<file path="src/design/parallel_flash_command_sequencer_core_defines.svh">
// assertion macros for the flash command sequencer
// used by the top level only; expects clk and arst_n in scope
`ifndef PARALLEL_FLASH_COMMAND_SEQUENCER_CORE_DEFINES_SVH
`define PARALLEL_FLASH_COMMAND_SEQUENCER_CORE_DEFINES_SVH

`ifndef SYNTHESIS

// implication checked every clock outside reset
`define PFCS_ASSERT(lbl, prop, msg) \
	lbl: assert property (@(posedge clk) disable iff (!arst_n) prop) else $error(msg);

// condition that must never be seen
`define PFCS_NEVER(lbl, cond, msg) \
	lbl: assert property (@(posedge clk) disable iff (!arst_n) !(cond)) else $error(msg);

`else

`define PFCS_ASSERT(lbl, prop, msg)
`define PFCS_NEVER(lbl, cond, msg)

`endif

`endif

</file>
<file path="src/design/pfcs_pkg.sv">
// shared types, constants and the result generator of the flash command sequencer
// no dependencies
package pfcs_pkg;

	localparam int SECTOR_BITS = 12;
	localparam int WINDOW_BITS = 14;

	localparam int ADDR_W = 19;

	localparam logic [ADDR_W-1:0] SECT_MASK = ADDR_W'((1 << SECTOR_BITS) - 1);
	localparam logic [ADDR_W-1:0] WIN_MASK  = ADDR_W'((1 << WINDOW_BITS) - 1);
	localparam logic [15:0]       CPU_BASE  = 16'hC000;

	localparam logic [ADDR_W-1:0] UNLOCK1_ADDR = 19'h05555;
	localparam logic [ADDR_W-1:0] UNLOCK2_ADDR = 19'h02AAA;
	localparam logic [ADDR_W-1:0] ID_MAKER_ADDR = 19'h00000;
	localparam logic [ADDR_W-1:0] ID_CHIP_ADDR  = 19'h00001;

	localparam logic [7:0] UNLOCK1_DATA = 8'hAA;
	localparam logic [7:0] UNLOCK2_DATA = 8'h55;
	localparam logic [7:0] ERASE_SETUP  = 8'h80;
	localparam logic [7:0] SECTOR_ERASE = 8'h30;
	localparam logic [7:0] BYTE_PROGRAM = 8'hA0;
	localparam logic [7:0] ID_ENTRY     = 8'h90;
	localparam logic [7:0] ID_EXIT      = 8'hF0;
	localparam logic [7:0] TOGGLE_MASK  = 8'h40;

	typedef enum logic [1:0] {
		CMD_PROGRAM = 2'd0,
		CMD_READ_ID = 2'd1,
		CMD_RETURN  = 2'd2
	} pfcs_cmd_e;

	typedef enum logic [1:0] {
		KIND_WRITE = 2'd0,
		KIND_READ  = 2'd1,
		KIND_DONE  = 2'd2
	} pfcs_kind_e;

	typedef enum logic [1:0] {
		PH_IDLE,
		PH_ERASE,
		PH_PROG,
		PH_ID
	} pfcs_phase_e;

	// which burst of bus operations a command expands to
	typedef enum logic [2:0] {
		SEQ_NONE,
		SEQ_ERASE,
		SEQ_PROG,
		SEQ_ID_START,
		SEQ_ID_END,
		SEQ_POLL,
		SEQ_DONE
	} pfcs_seq_e;

	typedef struct packed {
		logic [1:0]        cmd;
		logic [ADDR_W-1:0] flash_addr;
		logic [7:0]        data;
	} pfcs_in_t;

	typedef struct packed {
		logic [1:0]  kind;
		logic [4:0]  bank;
		logic [15:0] cpu_addr;
		logic [7:0]  bus_data;
		logic [7:0]  maker_id;
		logic [7:0]  chip_id;
		logic        last;
	} pfcs_out_t;

	typedef struct packed {
		pfcs_seq_e         seq;
		logic [ADDR_W-1:0] addr;
		logic [7:0]        wbyte;
		logic [7:0]        maker;
		logic [7:0]        chip;
	} pfcs_job_t;

	// one bus operation of a burst, picked by step
	function automatic pfcs_out_t pfcs_result(pfcs_job_t job, logic [2:0] step);
		pfcs_out_t         r;
		pfcs_kind_e        kind;
		logic [ADDR_W-1:0] addr;
		logic [ADDR_W-1:0] sh;
		logic [7:0]        wd;
		logic [7:0]        mk;
		logic [7:0]        ch;
		logic              lst;
		kind = KIND_WRITE;
		addr = UNLOCK1_ADDR;
		wd   = UNLOCK1_DATA;
		mk   = '0;
		ch   = '0;
		lst  = 1'b0;
		unique case (job.seq)
			SEQ_ERASE: begin
				unique case (step)
					3'd0, 3'd3: ;
					3'd1, 3'd4: begin
						addr = UNLOCK2_ADDR;
						wd   = UNLOCK2_DATA;
					end
					3'd2: wd = ERASE_SETUP;
					3'd5: begin
						addr = job.addr;
						wd   = SECTOR_ERASE;
					end
					3'd6, 3'd7: begin
						kind = KIND_READ;
						addr = job.addr;
						wd   = '0;
						lst  = step[0];
					end
				endcase
			end
			SEQ_PROG: begin
				unique case (step)
					3'd0: ;
					3'd1: begin
						addr = UNLOCK2_ADDR;
						wd   = UNLOCK2_DATA;
					end
					3'd2: wd = BYTE_PROGRAM;
					3'd3: begin
						addr = job.addr;
						wd   = job.wbyte;
					end
					default: begin
						kind = KIND_READ;
						addr = job.addr;
						wd   = '0;
						lst  = (step == 3'd5);
					end
				endcase
			end
			SEQ_ID_START: begin
				unique case (step)
					3'd0: ;
					3'd1: begin
						addr = UNLOCK2_ADDR;
						wd   = UNLOCK2_DATA;
					end
					3'd2: wd = ID_ENTRY;
					3'd3: begin
						kind = KIND_READ;
						addr = ID_MAKER_ADDR;
						wd   = '0;
					end
					default: begin
						kind = KIND_READ;
						addr = ID_CHIP_ADDR;
						wd   = '0;
						lst  = 1'b1;
					end
				endcase
			end
			SEQ_ID_END: begin
				unique case (step)
					3'd0: ;
					3'd1: begin
						addr = UNLOCK2_ADDR;
						wd   = UNLOCK2_DATA;
					end
					3'd2: wd = ID_EXIT;
					default: begin
						kind = KIND_DONE;
						wd   = '0;
						mk   = job.maker;
						ch   = job.chip;
						lst  = 1'b1;
					end
				endcase
			end
			SEQ_POLL: begin
				kind = KIND_READ;
				addr = job.addr;
				wd   = '0;
				lst  = step[0];
			end
			default: begin
				kind = KIND_DONE;
				wd   = '0;
				lst  = 1'b1;
			end
		endcase
		sh         = addr >> WINDOW_BITS;
		r.kind     = kind;
		r.bus_data = wd;
		r.maker_id = mk;
		r.chip_id  = ch;
		r.last     = lst;
		if (kind == KIND_DONE) begin
			r.bank     = '0;
			r.cpu_addr = CPU_BASE;
		end else begin
			r.bank     = sh[4:0];
			r.cpu_addr = 16'(addr & WIN_MASK) + CPU_BASE;
		end
		return r;
	endfunction

endpackage

</file>
<file path="src/design/pfcs_ctrl.sv">
// command decode and sequencer state: phase, held address/byte, read pairing
// depends on pfcs_pkg
module pfcs_ctrl (
	input  logic                clk,
	input  logic                arst_n,
	input  logic                take,
	input  pfcs_pkg::pfcs_in_t  item,
	output pfcs_pkg::pfcs_job_t job
);
	import pfcs_pkg::*;

	pfcs_phase_e       phase_q, phase_d;
	logic [ADDR_W-1:0] held_addr_q, held_addr_d;
	logic [7:0]        held_byte_q, held_byte_d;
	logic [7:0]        first_return_q, first_return_d;
	logic              return_count_q, return_count_d;

	logic idle;
	logic sector_start;
	logic toggling;
	logic is_prog, is_id, is_ret;

	assign idle         = (phase_q == PH_IDLE);
	assign sector_start = ((item.flash_addr & SECT_MASK) == '0);
	assign toggling     = ((first_return_q ^ item.data) & TOGGLE_MASK) != '0;
	assign is_prog      = (item.cmd == CMD_PROGRAM);
	assign is_id        = (item.cmd == CMD_READ_ID);
	assign is_ret       = (item.cmd == CMD_RETURN);

	// next state
	always_comb begin
		phase_d        = phase_q;
		held_addr_d    = held_addr_q;
		held_byte_d    = held_byte_q;
		first_return_d = first_return_q;
		return_count_d = return_count_q;
		if (take) begin
			if (idle) begin
				if (is_prog) begin
					held_addr_d    = item.flash_addr;
					held_byte_d    = item.data;
					phase_d        = sector_start ? PH_ERASE : PH_PROG;
					first_return_d = '0;
					return_count_d = 1'b0;
				end else if (is_id) begin
					phase_d        = PH_ID;
					first_return_d = '0;
					return_count_d = 1'b0;
				end
			end else if (is_ret) begin
				if (!return_count_q) begin
					first_return_d = item.data;
					return_count_d = 1'b1;
				end else begin
					// second return of a pair always restarts the pairing
					first_return_d = '0;
					return_count_d = 1'b0;
					priority if (phase_q == PH_ID) phase_d = PH_IDLE;
					else if (toggling)            phase_d = phase_q;
					else if (phase_q == PH_ERASE) phase_d = PH_PROG;
					else                          phase_d = PH_IDLE;
				end
			end
		end
	end

	// burst selection
	always_comb begin
		job.seq   = SEQ_NONE;
		job.addr  = held_addr_q;
		job.wbyte = held_byte_q;
		job.maker = '0;
		job.chip  = '0;
		if (idle) begin
			if (is_prog) begin
				job.seq   = sector_start ? SEQ_ERASE : SEQ_PROG;
				job.addr  = item.flash_addr;
				job.wbyte = item.data;
			end else if (is_id) begin
				job.seq = SEQ_ID_START;
			end
		end else if (is_ret && return_count_q) begin
			priority if (phase_q == PH_ID) begin
				job.seq   = SEQ_ID_END;
				job.maker = first_return_q;
				job.chip  = item.data;
			end else if (toggling) begin
				job.seq = SEQ_POLL;
			end else if (phase_q == PH_ERASE) begin
				job.seq = SEQ_PROG;
			end else begin
				job.seq = SEQ_DONE;
			end
		end
	end

	always_ff @(posedge clk or negedge arst_n) begin
		if (!arst_n) begin
			phase_q        <= PH_IDLE;
			held_addr_q    <= '0;
			held_byte_q    <= '0;
			first_return_q <= '0;
			return_count_q <= 1'b0;
		end else begin
			phase_q        <= phase_d;
			held_addr_q    <= held_addr_d;
			held_byte_q    <= held_byte_d;
			first_return_q <= first_return_d;
			return_count_q <= return_count_d;
		end
	end

endmodule

</file>
<file path="src/design/pfcs_emit.sv">
// burst register and step counter; drives one bus operation per transaction
// depends on pfcs_pkg
module pfcs_emit (
	input  logic                clk,
	input  logic                arst_n,
	input  logic                load,
	input  pfcs_pkg::pfcs_job_t job,
	output logic                free,
	output logic                res_valid,
	input  logic                res_ready,
	output pfcs_pkg::pfcs_out_t res_item
);
	import pfcs_pkg::*;

	pfcs_job_t  job_q;
	logic [2:0] step_q;
	logic       busy_q;
	logic       finishing;

	assign res_item  = pfcs_result(job_q, step_q);
	assign res_valid = busy_q;
	assign finishing = busy_q && res_ready && res_item.last;
	assign free      = !busy_q || finishing;

	always_ff @(posedge clk or negedge arst_n) begin
		if (!arst_n) begin
			busy_q <= 1'b0;
			step_q <= '0;
		end else if (load && job.seq != SEQ_NONE) begin
			busy_q <= 1'b1;
			step_q <= '0;
		end else if (busy_q && res_ready) begin
			if (res_item.last) busy_q <= 1'b0;
			else step_q <= step_q + 3'd1;
		end
	end

	always_ff @(posedge clk) begin
		if (load && job.seq != SEQ_NONE) job_q <= job;
	end

endmodule

</file>
<file path="src/design/parallel_flash_command_sequencer_core.sv">
// top level of the flash command sequencer: command decode feeding the burst emitter
// depends on pfcs_pkg, pfcs_ctrl, pfcs_emit and the assertion macro header
//
//   port group   direction   payload       handshake
//   cmd_*        in          pfcs_in_t     cmd_valid / cmd_ready
//   res_*        out         pfcs_out_t    res_valid / res_ready
//
// one command yields 0 to 8 bus operations, one per cycle while res_ready is high
// the next command is taken in the cycle the previous burst's last operation goes out
// a command that yields nothing leaves the emitter free; polling pace is set by the read returns
// reset clears the phase, held address/byte, read pairing and the emitter
// a stall on res_ready holds the current operation and blocks new commands
`include "parallel_flash_command_sequencer_core_defines.svh"

module parallel_flash_command_sequencer_core (
	input  logic                clk,
	input  logic                arst_n,
	input  logic                cmd_valid,
	output logic                cmd_ready,
	input  pfcs_pkg::pfcs_in_t  cmd_item,
	output logic                res_valid,
	input  logic                res_ready,
	output pfcs_pkg::pfcs_out_t res_item
);
	import pfcs_pkg::*;

	pfcs_job_t job;
	logic      take;
	logic      free;

	assign cmd_ready = free;
	assign take      = cmd_valid && cmd_ready;

	pfcs_ctrl u_ctrl (
		.clk    (clk),
		.arst_n (arst_n),
		.take   (take),
		.item   (cmd_item),
		.job    (job)
	);

	pfcs_emit u_emit (
		.clk       (clk),
		.arst_n    (arst_n),
		.load      (take),
		.job       (job),
		.free      (free),
		.res_valid (res_valid),
		.res_ready (res_ready),
		.res_item  (res_item)
	);

	`PFCS_ASSERT(a_ready_when_empty, !res_valid |-> cmd_ready, "command blocked with no burst")
	`PFCS_ASSERT(a_burst_continues, (res_valid && res_ready && !res_item.last) |=> res_valid, "burst ended without last")
	`PFCS_ASSERT(a_done_fields, (res_valid && res_item.kind == KIND_DONE) |-> (res_item.bank == '0 && res_item.cpu_addr == CPU_BASE && res_item.last), "bad done item")
	`PFCS_NEVER(a_window, res_valid && res_item.cpu_addr[15:14] != 2'b11, "cpu address outside window")

endmodule

</file>
<file path="config.mk">
export PLATFORM = sky130hd
export DESIGN_NAME = parallel_flash_command_sequencer_core
export DESIGN_NICKNAME = d
export VERILOG_FILES = /design/src/design/pfcs_pkg.sv /design/src/design/pfcs_ctrl.sv /design/src/design/pfcs_emit.sv /design/src/design/parallel_flash_command_sequencer_core.sv
export VERILOG_INCLUDE_DIRS = /design/src /design/src/design
export SDC_FILE = /design/constraint.sdc
export NUM_CORES = 1
export LEC_CHECK = 0
export ABC_AREA = 1
export BUFFER_PORTS_ARGS = -buffer_cell sky130_fd_sc_hd__buf_2
export CELL_PAD_IN_SITES_DETAIL_PLACEMENT = 0
export CELL_PAD_IN_SITES_GLOBAL_PLACEMENT = 1
export CORE_ASPECT_RATIO = 0.6
export CORE_MARGIN = 2
export CORE_UTILIZATION = 45
export CTS_BUF_LIST = sky130_fd_sc_hd__clkbuf_8
export DETAILED_ROUTE_END_ITERATION = 6
export PLACE_DENSITY_LB_ADDON = 0.1
export SLEW_MARGIN = 5
export SYNTH_ARGS = -nofsm -noshare
export SYNTH_HDL_FRONTEND = slang
export SYNTH_SLANG_ARGS = --single-unit
</file>
<file path="constraint.sdc">
create_clock -name clk -period 5.1 [get_ports clk]
set_clock_uncertainty 0.1 [all_clocks]
set_input_delay 0.765 -clock clk [delete_from_list [all_inputs] [get_ports clk]]
set_output_delay 0.765 -clock clk [all_outputs]
set_load 0.02 [all_outputs]
</file>
# == Word level (Yosys, flattened, before mapping) ==
# Cells that the tools add are included.
# word_totals
out_inout_bits,50
reg_bits,88
word_cells,125
# op_classes
muxes,60
bitwise,3
n_eq_ne,20
addsub,2
reduce_logical,28
# op_table
operator,n
$pmux W8 S4,3
$pmux W19 S5,1
$pmux W19 S2,2
$mux W8,9
$mux W27,2
$pmux W8 S3,2
$pmux W15 S3,1
$mux W3,9
$mux W2,12
$mux W21,1
$logic_not A19 Y1,1
$eq A3 B3 Y1 const B,6
$add A15 B15 Y16 const B,1
$mux W1,15
$mux W15,1
$eq A3 B2 Y1 const B,4
$pmux W2 S5,1
$reduce_or A3 Y1,3
$reduce_bool A2 Y1,4
$xor A7 B7 Y7,1
$eq A2 B2 Y1 const B,3
$eq A3 B1 Y1 const B,2
$reduce_and A3 Y1,2
$reduce_or A2 Y1,3
other kinds (16),24

# == Depth between registers and ports, before layout ==
# Gate-level depths: netlist (run 1).
# logic_depth
depth_word,10
mapped_depth,15

# == Cells and area by module ==
# A second synthesis (run 1) with hierarchy kept.
# unflattened
cells_unflattened,569
hier_area_um2,4728.3
# by_module_without_submodules
mod,area_each_um2,instances,seq_area_each_um2,cells_each
pfcs_emit,2658.8,1,1481.4,279
pfcs_ctrl,2062.0,1,950.9,288
parallel_flash_command_sequencer_core,7.5,1,0.0,2

# == Least setup slack after synthesis (run 1) ==
# OpenSTA, ideal clock, no wires.
# synth_timing
path_kind,register to register
startpoint,register u_emit.step_q[0]
endpoint,"register u_emit.job_q[0] (netlist bit), enable pin"
t_arrival_ns,2.749
path_slack_ns,1.851
stages_incl_launch_ff,13
setup_time_ns,0.400
n_path_buf,1
cell_sequence,dfrtp_1 > ha_1 > ha_1 > clkbuf_1 > inv_1 > nand2_1 > nor2_2 > o211ai_1 > nand2_4 > nand2_4 > nand2_8 > nand3_1 > inv_1
# synth_rtl
element,line,source
"start, declared",pfcs_emit.sv:16,logic [2:0] step_q;
"start signal, assigned",pfcs_emit.sv:34,else step_q <= step_q + 3'd1;
"end signal, assigned",pfcs_emit.sv:39,if (load && job.seq != SEQ_NONE) job_q <= job;
"end, declared",pfcs_emit.sv:15,pfcs_job_t job_q;

==> results of run 1 <==
-- power groups by stage --
stage | Clock [mW] | Combinational, mW | Sequential (mW)
after floorplan | 0 | 0.986 | 1.17
after global routing | 0.523 | 1.52 | 1.23
final | 0.484 | 1.34 | 1.20
after CTS | 0.497 | 1.35 | 1.20
after detailed placement | 0 | 1.34 | 1.21
after global placement | 0 | 1.33 | 1.21
-- Yosys cell counts (all sizes together) --
master | number | share of area
nand2 | 203 | 0.18
inv | 91 | 0.070
nor2 | 65 | 0.057
edfxtp | 46 | 0.28
dfrtp | 42 | 0.21
nand4 | 39 | 0.049
o21ai | 36 | 0.037
a21oi | 17 | 0.017
buf | 14 | 0.021
nand3 | 14 | 0.020
clkbuf | 13 | 0.0099
nor3 | 10 | 0.010
ha | 6 | 0.015
a31oi | 3 | 0.0038
o2111ai | 2 | 0.0035
o221ai | 2 | 0.0035
a22oi | 1 | 0.0015
and2 | 1 | 0.0013
and3 | 1 | 0.0013
and3b | 1 | 0.0018
clkinv | 1 | 0.00076
conb | 1 | 0.00076
o211ai | 1 | 0.0015
o22ai | 1 | 0.0013
o311ai | 1 | 0.0018
xor2 | 1 | 0.0018
-- cells by family (layout without fill, tap and decap cells) --
family,count (synthesis),after routing
AOI/OAI and AO/OA,64,64
other,1,2
DFF,88,88
buffers and inverters,119,192
adders and majority gates,6,6
xor gates and xnor gates,1,1
and+or+nand+nor,334,334
-- final cells by class --
type	count	area (um^2)
timing repair buffer	84	430
sequential	88	2430
tap	139	174
clock buffer	10	138
inverter	92	348
clock inverter	6	55.1
multi-input combinational	407	2010
fill	1069	5040
-- worst max-delay path: stages (launching register included) --
cell and delay [ns]:
dfrtp_1 0.44, inv_1 0.20, ha_1 0.25, nand2_1 0.09, nand3_1 0.19, inv_1 0.07
a21oi_1 0.44, a31oi_1 0.24, nor2_1 0.25, buf_2 0.21
-- per-stage QoR --
| stage | setup WS [ns] | cells | instance area [um^2] | hold slack (ns) |
|---|---|---|---|---|
| 3_3_place_gp | 1.90 | 810 | 5400 | 0.355 |
| 5_1_grt | 1.24 | 826 | 5590 | 0.410 |
| 3_5_place_dp | 1.77 | 810 | 5400 | 0.359 |
| 6_report | 1.49 | 826 | 5590 | 0.375 |
| 2_1_floorplan | 1.85 | 614 | 4950 | 0.342 |
| 4_1_cts | 1.55 | 826 | 5590 | 0.381 |
-- sequential cells by signal (all words and copies together) (netlist names) --
name / cells
u_ctrl.held_addr_q: 19
u_ctrl.return_count_q: 1
u_emit.res_valid: 1
u_ctrl.held_byte_q: 8
u_ctrl.first_return_q: 8
u_emit.job_q: 46
u_ctrl.phase_q: 2
u_emit.step_q: 3
-- worst paths after layout --
path / to / slack [ns] / from / depth (start not counted)
max: res_item[44] / 1.49 / u_emit.step_q[0]$_DFFE_PN0P_ / 9
min: u_ctrl.held_addr_q[1]$_DFFE_PN0P_ / 0.38 / u_ctrl.held_addr_q[1]$_DFFE_PN0P_ / 2
max reg2reg: u_emit.job_q[7]$_SDFFCE_PP0P_ / 1.79 / u_emit.step_q[0]$_DFFE_PN0P_ / 12
min reg2reg: u_ctrl.held_addr_q[1]$_DFFE_PN0P_ / 0.38 / u_ctrl.held_addr_q[1]$_DFFE_PN0P_ / 2
max in group asynchronous: u_ctrl.held_addr_q[14]$_DFFE_PN0P_ / 3.76 / arst_n / 1
min in group asynchronous: u_ctrl.held_addr_q[2]$_DFFE_PN0P_ / 0.48 / arst_n / 1
-- per-layer routing --
layer,vias up,track usage
li1,2109,-
met1,1961,0.349
met2,132,0.305
met3,6,0.0643
met4,0,0.0331
met5,-,0
==> out/qor.csv, run 1 <==
stage,metric,value,unit
sta,setup_tns,0,ns
power_and_ir_drop,switchingPower,1.33,mW
power_and_ir_drop,p_clk_frac,0.160,
final_layout,nets,721,
clock_network,htree_levels,3,
placement,io_buffers,80,
clock_network,clock_sinks,88,
final_layout,drive_gt1_frac,0.207,
clock_network,cts.clk_slew.worst_paths,0.09,ns
route,wl_met1,6620,um
critical_path,startpoint_type,flip-flop,
die,initial_core_util,0.465,
route,num_vias,4208,
power_and_ir_drop,ir_drop,0.242,mV
final_layout,layout_commonest_cell,nand2_1,
grt,grt_pass1_vias,3924,
power_and_ir_drop,total_leakage_power,2.88,nW
clock_network,cts_tree,done,
power_and_ir_drop,pwr-share-comb,0.444,
logic_synthesis,syn_inst,613,
critical_path,worstPathRequired,4.24,ns
logic_synthesis,yosysSeqAreaShare,0.492,
logic_synthesis,synth-xor-area-share,0.00177,
final_layout,post-route-util,0.526,
sta,setup-violations-final,0,
final_layout,antenna_cells,0,
sta,max-slew-margin-rel,0.297,
clock_network,cts-root-buf,clkbuf_8,
run,maxCapViolCount,0,
critical_path,critPathMaxFanout,8,
placement,dp_hpwl,8980,um
route,wl_met3,821,um
die,coreArea,10600,um^2
final_layout,layout_common_cells,"nand2_1 (174), inv_1 (89), buf_2 (80)",
logic_synthesis,postSynthAreaPerCell,8.06,um^2
logic_synthesis,synth-compound-area-share,0.0714,
die,die_w,139,um
sta,finalCritPeriodShare,0.708,
logic_synthesis,synthSimpleGateAreaFrac,0.317,
route,vias_per_cell,5.09,
status,outcome,finished clean,
grt,grt_max_degree,47,
sta,slew_violations,0,
die,die_area,11900,um^2
route,route.met2.wl,5040,um
clock_network,clkLatencyLatePin,0.37,ns
die,rows,29,
logic_synthesis,synth_fa_ha_area_frac,0.0152,
grt,grt_first_pass_wirelength,20400,um
logic_synthesis,yosysUniqueCellTypes,40,
grt,grt_usage,0.221,
clock_network,clk_path_buf_depth,2,
logic_synthesis,ys_ff_latch,88,
placement,place_congestion,0.890,
route,wl,12500,um
logic_synthesis,synth_mux_area_frac,0,
clock_network,cts_resized,0,
clock_network,hold_buffers,0,
sta,period_minus_slack,3.61,ns
grt,overflow,0,
sta,fmax,0.277,GHz
power_and_ir_drop,finalPower,3.02,mW
clock_network,cts_buffers,9,
route,drt_iter0_drc,307,
route,firstDrtPassIters,5,
logic_synthesis,syn_area,4940,um^2
final_layout,area.growth.synth_to_final,13.1,%
sta,finalHoldViolations,0,
route,drcViolationCount,0,
route,wire_per_inst,15.2,um
die,pin_count,83,
sta,worstMarginPinSlew,1.05,ns
power_and_ir_drop,switching_share,0.440,
logic_synthesis,ys_warn_count,0,
clock_network,cts_setup_buffers,0,
sta,rsz0062_at_grt,no,
critical_path,critical_path_arrival,2.75,ns
route,top_layer_used,met4,
critical_path,end_kind,output port,
logic_synthesis,synth_top_family_by_area,simple AND/OR/NAND/NOR gates,
route,ant_nets,0,
grt,antenna_found_initial,0,
critical_path,worstSetupPathType,flip-flop to output port,
die,die_h,85.2,um
power_and_ir_drop,pwr-share-seq,0.396,
min_path,hold_class,flip-flop to flip-flop,
power_and_ir_drop,intPower,1.69,mW
power_and_ir_drop,power.density,540,nW/um^2
No activity file was read; power rests on OpenSTA's default activity.
==> inputs of run 2 (changes only) <==
--- a/config.mk
+++ b/config.mk
@@ -6,13 +6,13 @@
 export SDC_FILE = /design/constraint.sdc
 export NUM_CORES = 1
 export LEC_CHECK = 0
-export ABC_AREA = 1
+export ABC_AREA = 0
 export BUFFER_PORTS_ARGS = -buffer_cell sky130_fd_sc_hd__buf_2
 export CELL_PAD_IN_SITES_DETAIL_PLACEMENT = 0
 export CELL_PAD_IN_SITES_GLOBAL_PLACEMENT = 1
 export CORE_ASPECT_RATIO = 0.6
 export CORE_MARGIN = 2
-export CORE_UTILIZATION = 45
+export CORE_UTILIZATION = 42
 export CTS_BUF_LIST = sky130_fd_sc_hd__clkbuf_8
 export DETAILED_ROUTE_END_ITERATION = 6
 export PLACE_DENSITY_LB_ADDON = 0.1
==> constraint.sdc (replaced) <==
create_clock -name clk -period 2.9 [get_ports clk]
set_clock_uncertainty 0.1 [all_clocks]
set_input_delay 0.435 -clock clk [delete_from_list [all_inputs] [get_ports clk]]
set_output_delay 0.435 -clock clk [all_outputs]
set_load 0.02 [all_outputs]
==> run 2 against run 1 <==
Non-clock buffer count up 40; largest power group unchanged; clock power up 67%; sequential share of layout area is 3.1 points lower.
==> out/qor.csv, run 2 <==
stage,metric,value,unit
clock_network,cts-root-buf,clkbuf_8,
clock_network,clk_path_buf_depth,2,
route,wire_per_inst,18.9,um
critical_path,critical_path_arrival,2.32,ns
logic_synthesis,synth_top_area_frac,0.288,
critical_path,critPathMaxFanout,6,
sta,finalHoldViolations,0,
logic_synthesis,yosys.area.top_type,edfxtp_1,
die,coreArea,11200,um^2
logic_synthesis,syn_inst,414,
grt,grt_max_degree,37,
logic_synthesis,synth_top_family_by_area,multiplexers,
sta,worstMarginPinSlew,0.695,ns
min_path,hold_class,primary input to flip-flop,
die,rows,30,
sta,finalCritPeriodShare,0.984,
final_layout,antenna_cells,0,
die,initial_core_util,0.428,
logic_synthesis,synth_common_cells,"edfxtp_1 (46), dfrtp_1 (42), mux2_2 (36), and2_1 (31)",
die,die_h,86.8,um
logic_synthesis,postSynthAreaPerCell,11.6,um^2
sta,rsz0062_at_grt,yes,
route,drcViolationCount,0,
clock_network,clkLatencyLatePin,0.36,ns
logic_synthesis,synth_edf_count,46,
logic_synthesis,ys_warn_count,0,
clock_network,cts_tree,done,
logic_synthesis,yosysUniqueCellTypes,55,
clock_network,cts.clk_slew.worst_paths,0.09,ns
route,num_vias,3739,
clock_network,clock_sinks,88,
final_layout,layout_commonest_cell,buf_2,
route,drt_iter0_drc,204,
die,die_area,12300,um^2
final_layout,drive_gt1_frac,0.428,
status,outcome,finished clean,
logic_synthesis,synth-xor-area-share,0.00547,
logic_synthesis,synth_fa_ha_area_frac,0.0156,
logic_synthesis,ys.flop_type,edfxtp_1,
sta,slew_violations,0,
logic_synthesis,ys_ff_latch,88,
clock_network,cts_buffers,9,
clock_network,htree_levels,3,
placement,place_congestion,0.905,
sta,setup-violations-final,0,
placement,io_buffers,80,
power_and_ir_drop,total_leakage_power,2.67,nW
sta,postLayoutSetupSlackWorst,0.0462,ns
logic_synthesis,synthSimpleGateAreaFrac,0.134,
final_layout,layout_common_cells,"buf_2 (74), edfxtp_1 (46), buf_4 (42)",
route,vias_per_cell,5.55,
logic_synthesis,synth_mux_area_frac,0.166,
die,pin_count,83,
sta,holdWs,0.211,ns
critical_path,startpoint_type,flip-flop,
final_layout,largest_register_ffs,46,
route,firstDrtPassIters,6,
logic_synthesis,ys_top_cells_by_area,"edfxtp_1 (29%), dfrtp_1 (22%), mux2_2 (8.4%), mux2_4 (6.3%), and2_1 (4.0%)",
route,ant_nets,0,
die,die_w,142,um
sta,fmax,0.350,GHz
critical_path,worstSetupPathType,flip-flop to output port,
power_and_ir_drop,ir_drop,0.327,mV
grt,antenna_found_initial,0,
logic_synthesis,synthArstFlopShare,0.477,
grt,grt_usage,0.213,
power_and_ir_drop,finalPower,5.23,mW
placement,dp_hpwl,8950,um
power_and_ir_drop,power.density,868,nW/um^2
logic_synthesis,syn_area,4800,um^2
critical_path,end_kind,output port,
final_layout,area.growth.synth_to_final,25.4,%
route,wl,12700,um
logic_synthesis,yosysSeqAreaShare,0.506,
run,maxCapViolCount,0,
sta,setup_tns,0,ns
placement,pre_cts_slack,0.0667,ns
grt,grt_first_pass_wirelength,20000,um
sta,max-slew-margin-rel,0.535,
grt,grt_pass1_vias,3537,
grt,overflow,0,
logic_synthesis,synth-compound-area-share,0.127,
final_layout,largest_registers,"u_emit.job_q: 46 flops, u_ctrl.held_addr_q: 19 flops",
sta,period_minus_slack,2.85,ns
logic_synthesis,synth.most_common_cell,edfxtp_1,
critical_path,worstPathRequired,2.37,ns
final_layout,regMostFlops,u_emit.job_q,
final_layout,nets,564,
[run 2: changes by cell type after synthesis, moves of 8 or more]
cell     delta
a21o_1      +8
and2_1     +30
inv_1      -69
mux2_2     +36
mux2_4     +20
mux2i_1     +9
nand2_1   -156
nand2_2    -23
nand4_1    -37
nor2_1     -39
nor4_1     +14
o21ai_0    -14
[run 2: kinds of logic (layout without fill, tap and decap cells)]
logic type      count (synthesis)  count (layout)
buf+inv                        43             158
fa+ha+maj                       6               6
other cells                     1               2
simple gates                  117             117
xor+xnor                        3               3
flops                          88              88
compound gates                 91              91
mux                            65              65
[run 2: worst paths after layout]
path | start | to | slack [ns] | cells past startpoint
setup reg to reg | u_emit.step_q[1]$_DFFE_PN0P_ | u_emit.job_q[37]$_DFFE_PP_ | 0.17 | 11
hold reg to reg | u_ctrl.held_addr_q[4]$_DFFE_PN0P_ | u_ctrl.held_addr_q[4]$_DFFE_PN0P_ | 0.41 | 1
setup / recovery | u_emit.step_q[1]$_DFFE_PN0P_ | res_item[24] | 0.05 | 8
max in group asynchronous | arst_n | u_ctrl.held_addr_q[9]$_DFFE_PN0P_ | 1.57 | 3
min in group asynchronous | arst_n | u_ctrl.held_byte_q[3]$_DFFE_PN0P_ | 0.43 | 2
hold / removal | cmd_item[25] | u_ctrl.held_addr_q[17]$_DFFE_PN0P_ | 0.21 | 2
[run 2: cell type report]
class,instances,area (um^2)
clock buffer,10,138
clock inverter,6,45.0
fill,996,5200
inverter,18,72.6
multi-input combinational,284,2340
sequential,88,2430
tap,144,180
timing repair buffer,124,810
[run 2: report_power, final]
part / internal, mW / leakage, nW / switching [mW]
Combinational: 1.15 / 1.61 / 1.38
Sequential: 1.69 / 0.967 / 0.199
Clock: 0.340 / 0.0956 / 0.468
[run 2: timing repair]
action / CTS / global route
gates cloned: 0 / 0
pin swaps: 9 / 7
endpoints found under the setup margin: 38 / 73
hold endpoints to repair: 17 / 0
gates resized for setup: 18 / 18
hold buffers: 1 / 0
setup buffers: 9 / 4
[run 2: metal layers]
metal  vias to the layer above  wire length, um  share of wire  track usage
li1                       1746                -              -            -
met1                      1858             6640           0.52        0.334
met2                       119             5200           0.41        0.288
met3                        16              710          0.056       0.0552
met4                         0              184          0.014       0.0518
met5                         -                0              0            0
[run 2: critical path, stage by stage (launching register included)]
cell	delay (ns)
dfrtp_1	0.44
buf_4	0.16
ha_4	0.19
buf_4	0.16
o21ba_4	0.23
a21oi_1	0.14
nor2_1	0.08
a311o_1	0.38
buf_2	0.18
[run 2: metrics by stage]
stage | area (um^2) | instances | utilization
after floorplan | 4910 | 415 | -
after global placement | 5600 | 644 | 0.499
after detailed placement | 5600 | 644 | 0.499
after CTS | 5930 | 670 | 0.528
after global routing | 6020 | 674 | 0.537
final | 6020 | 674 | 0.537
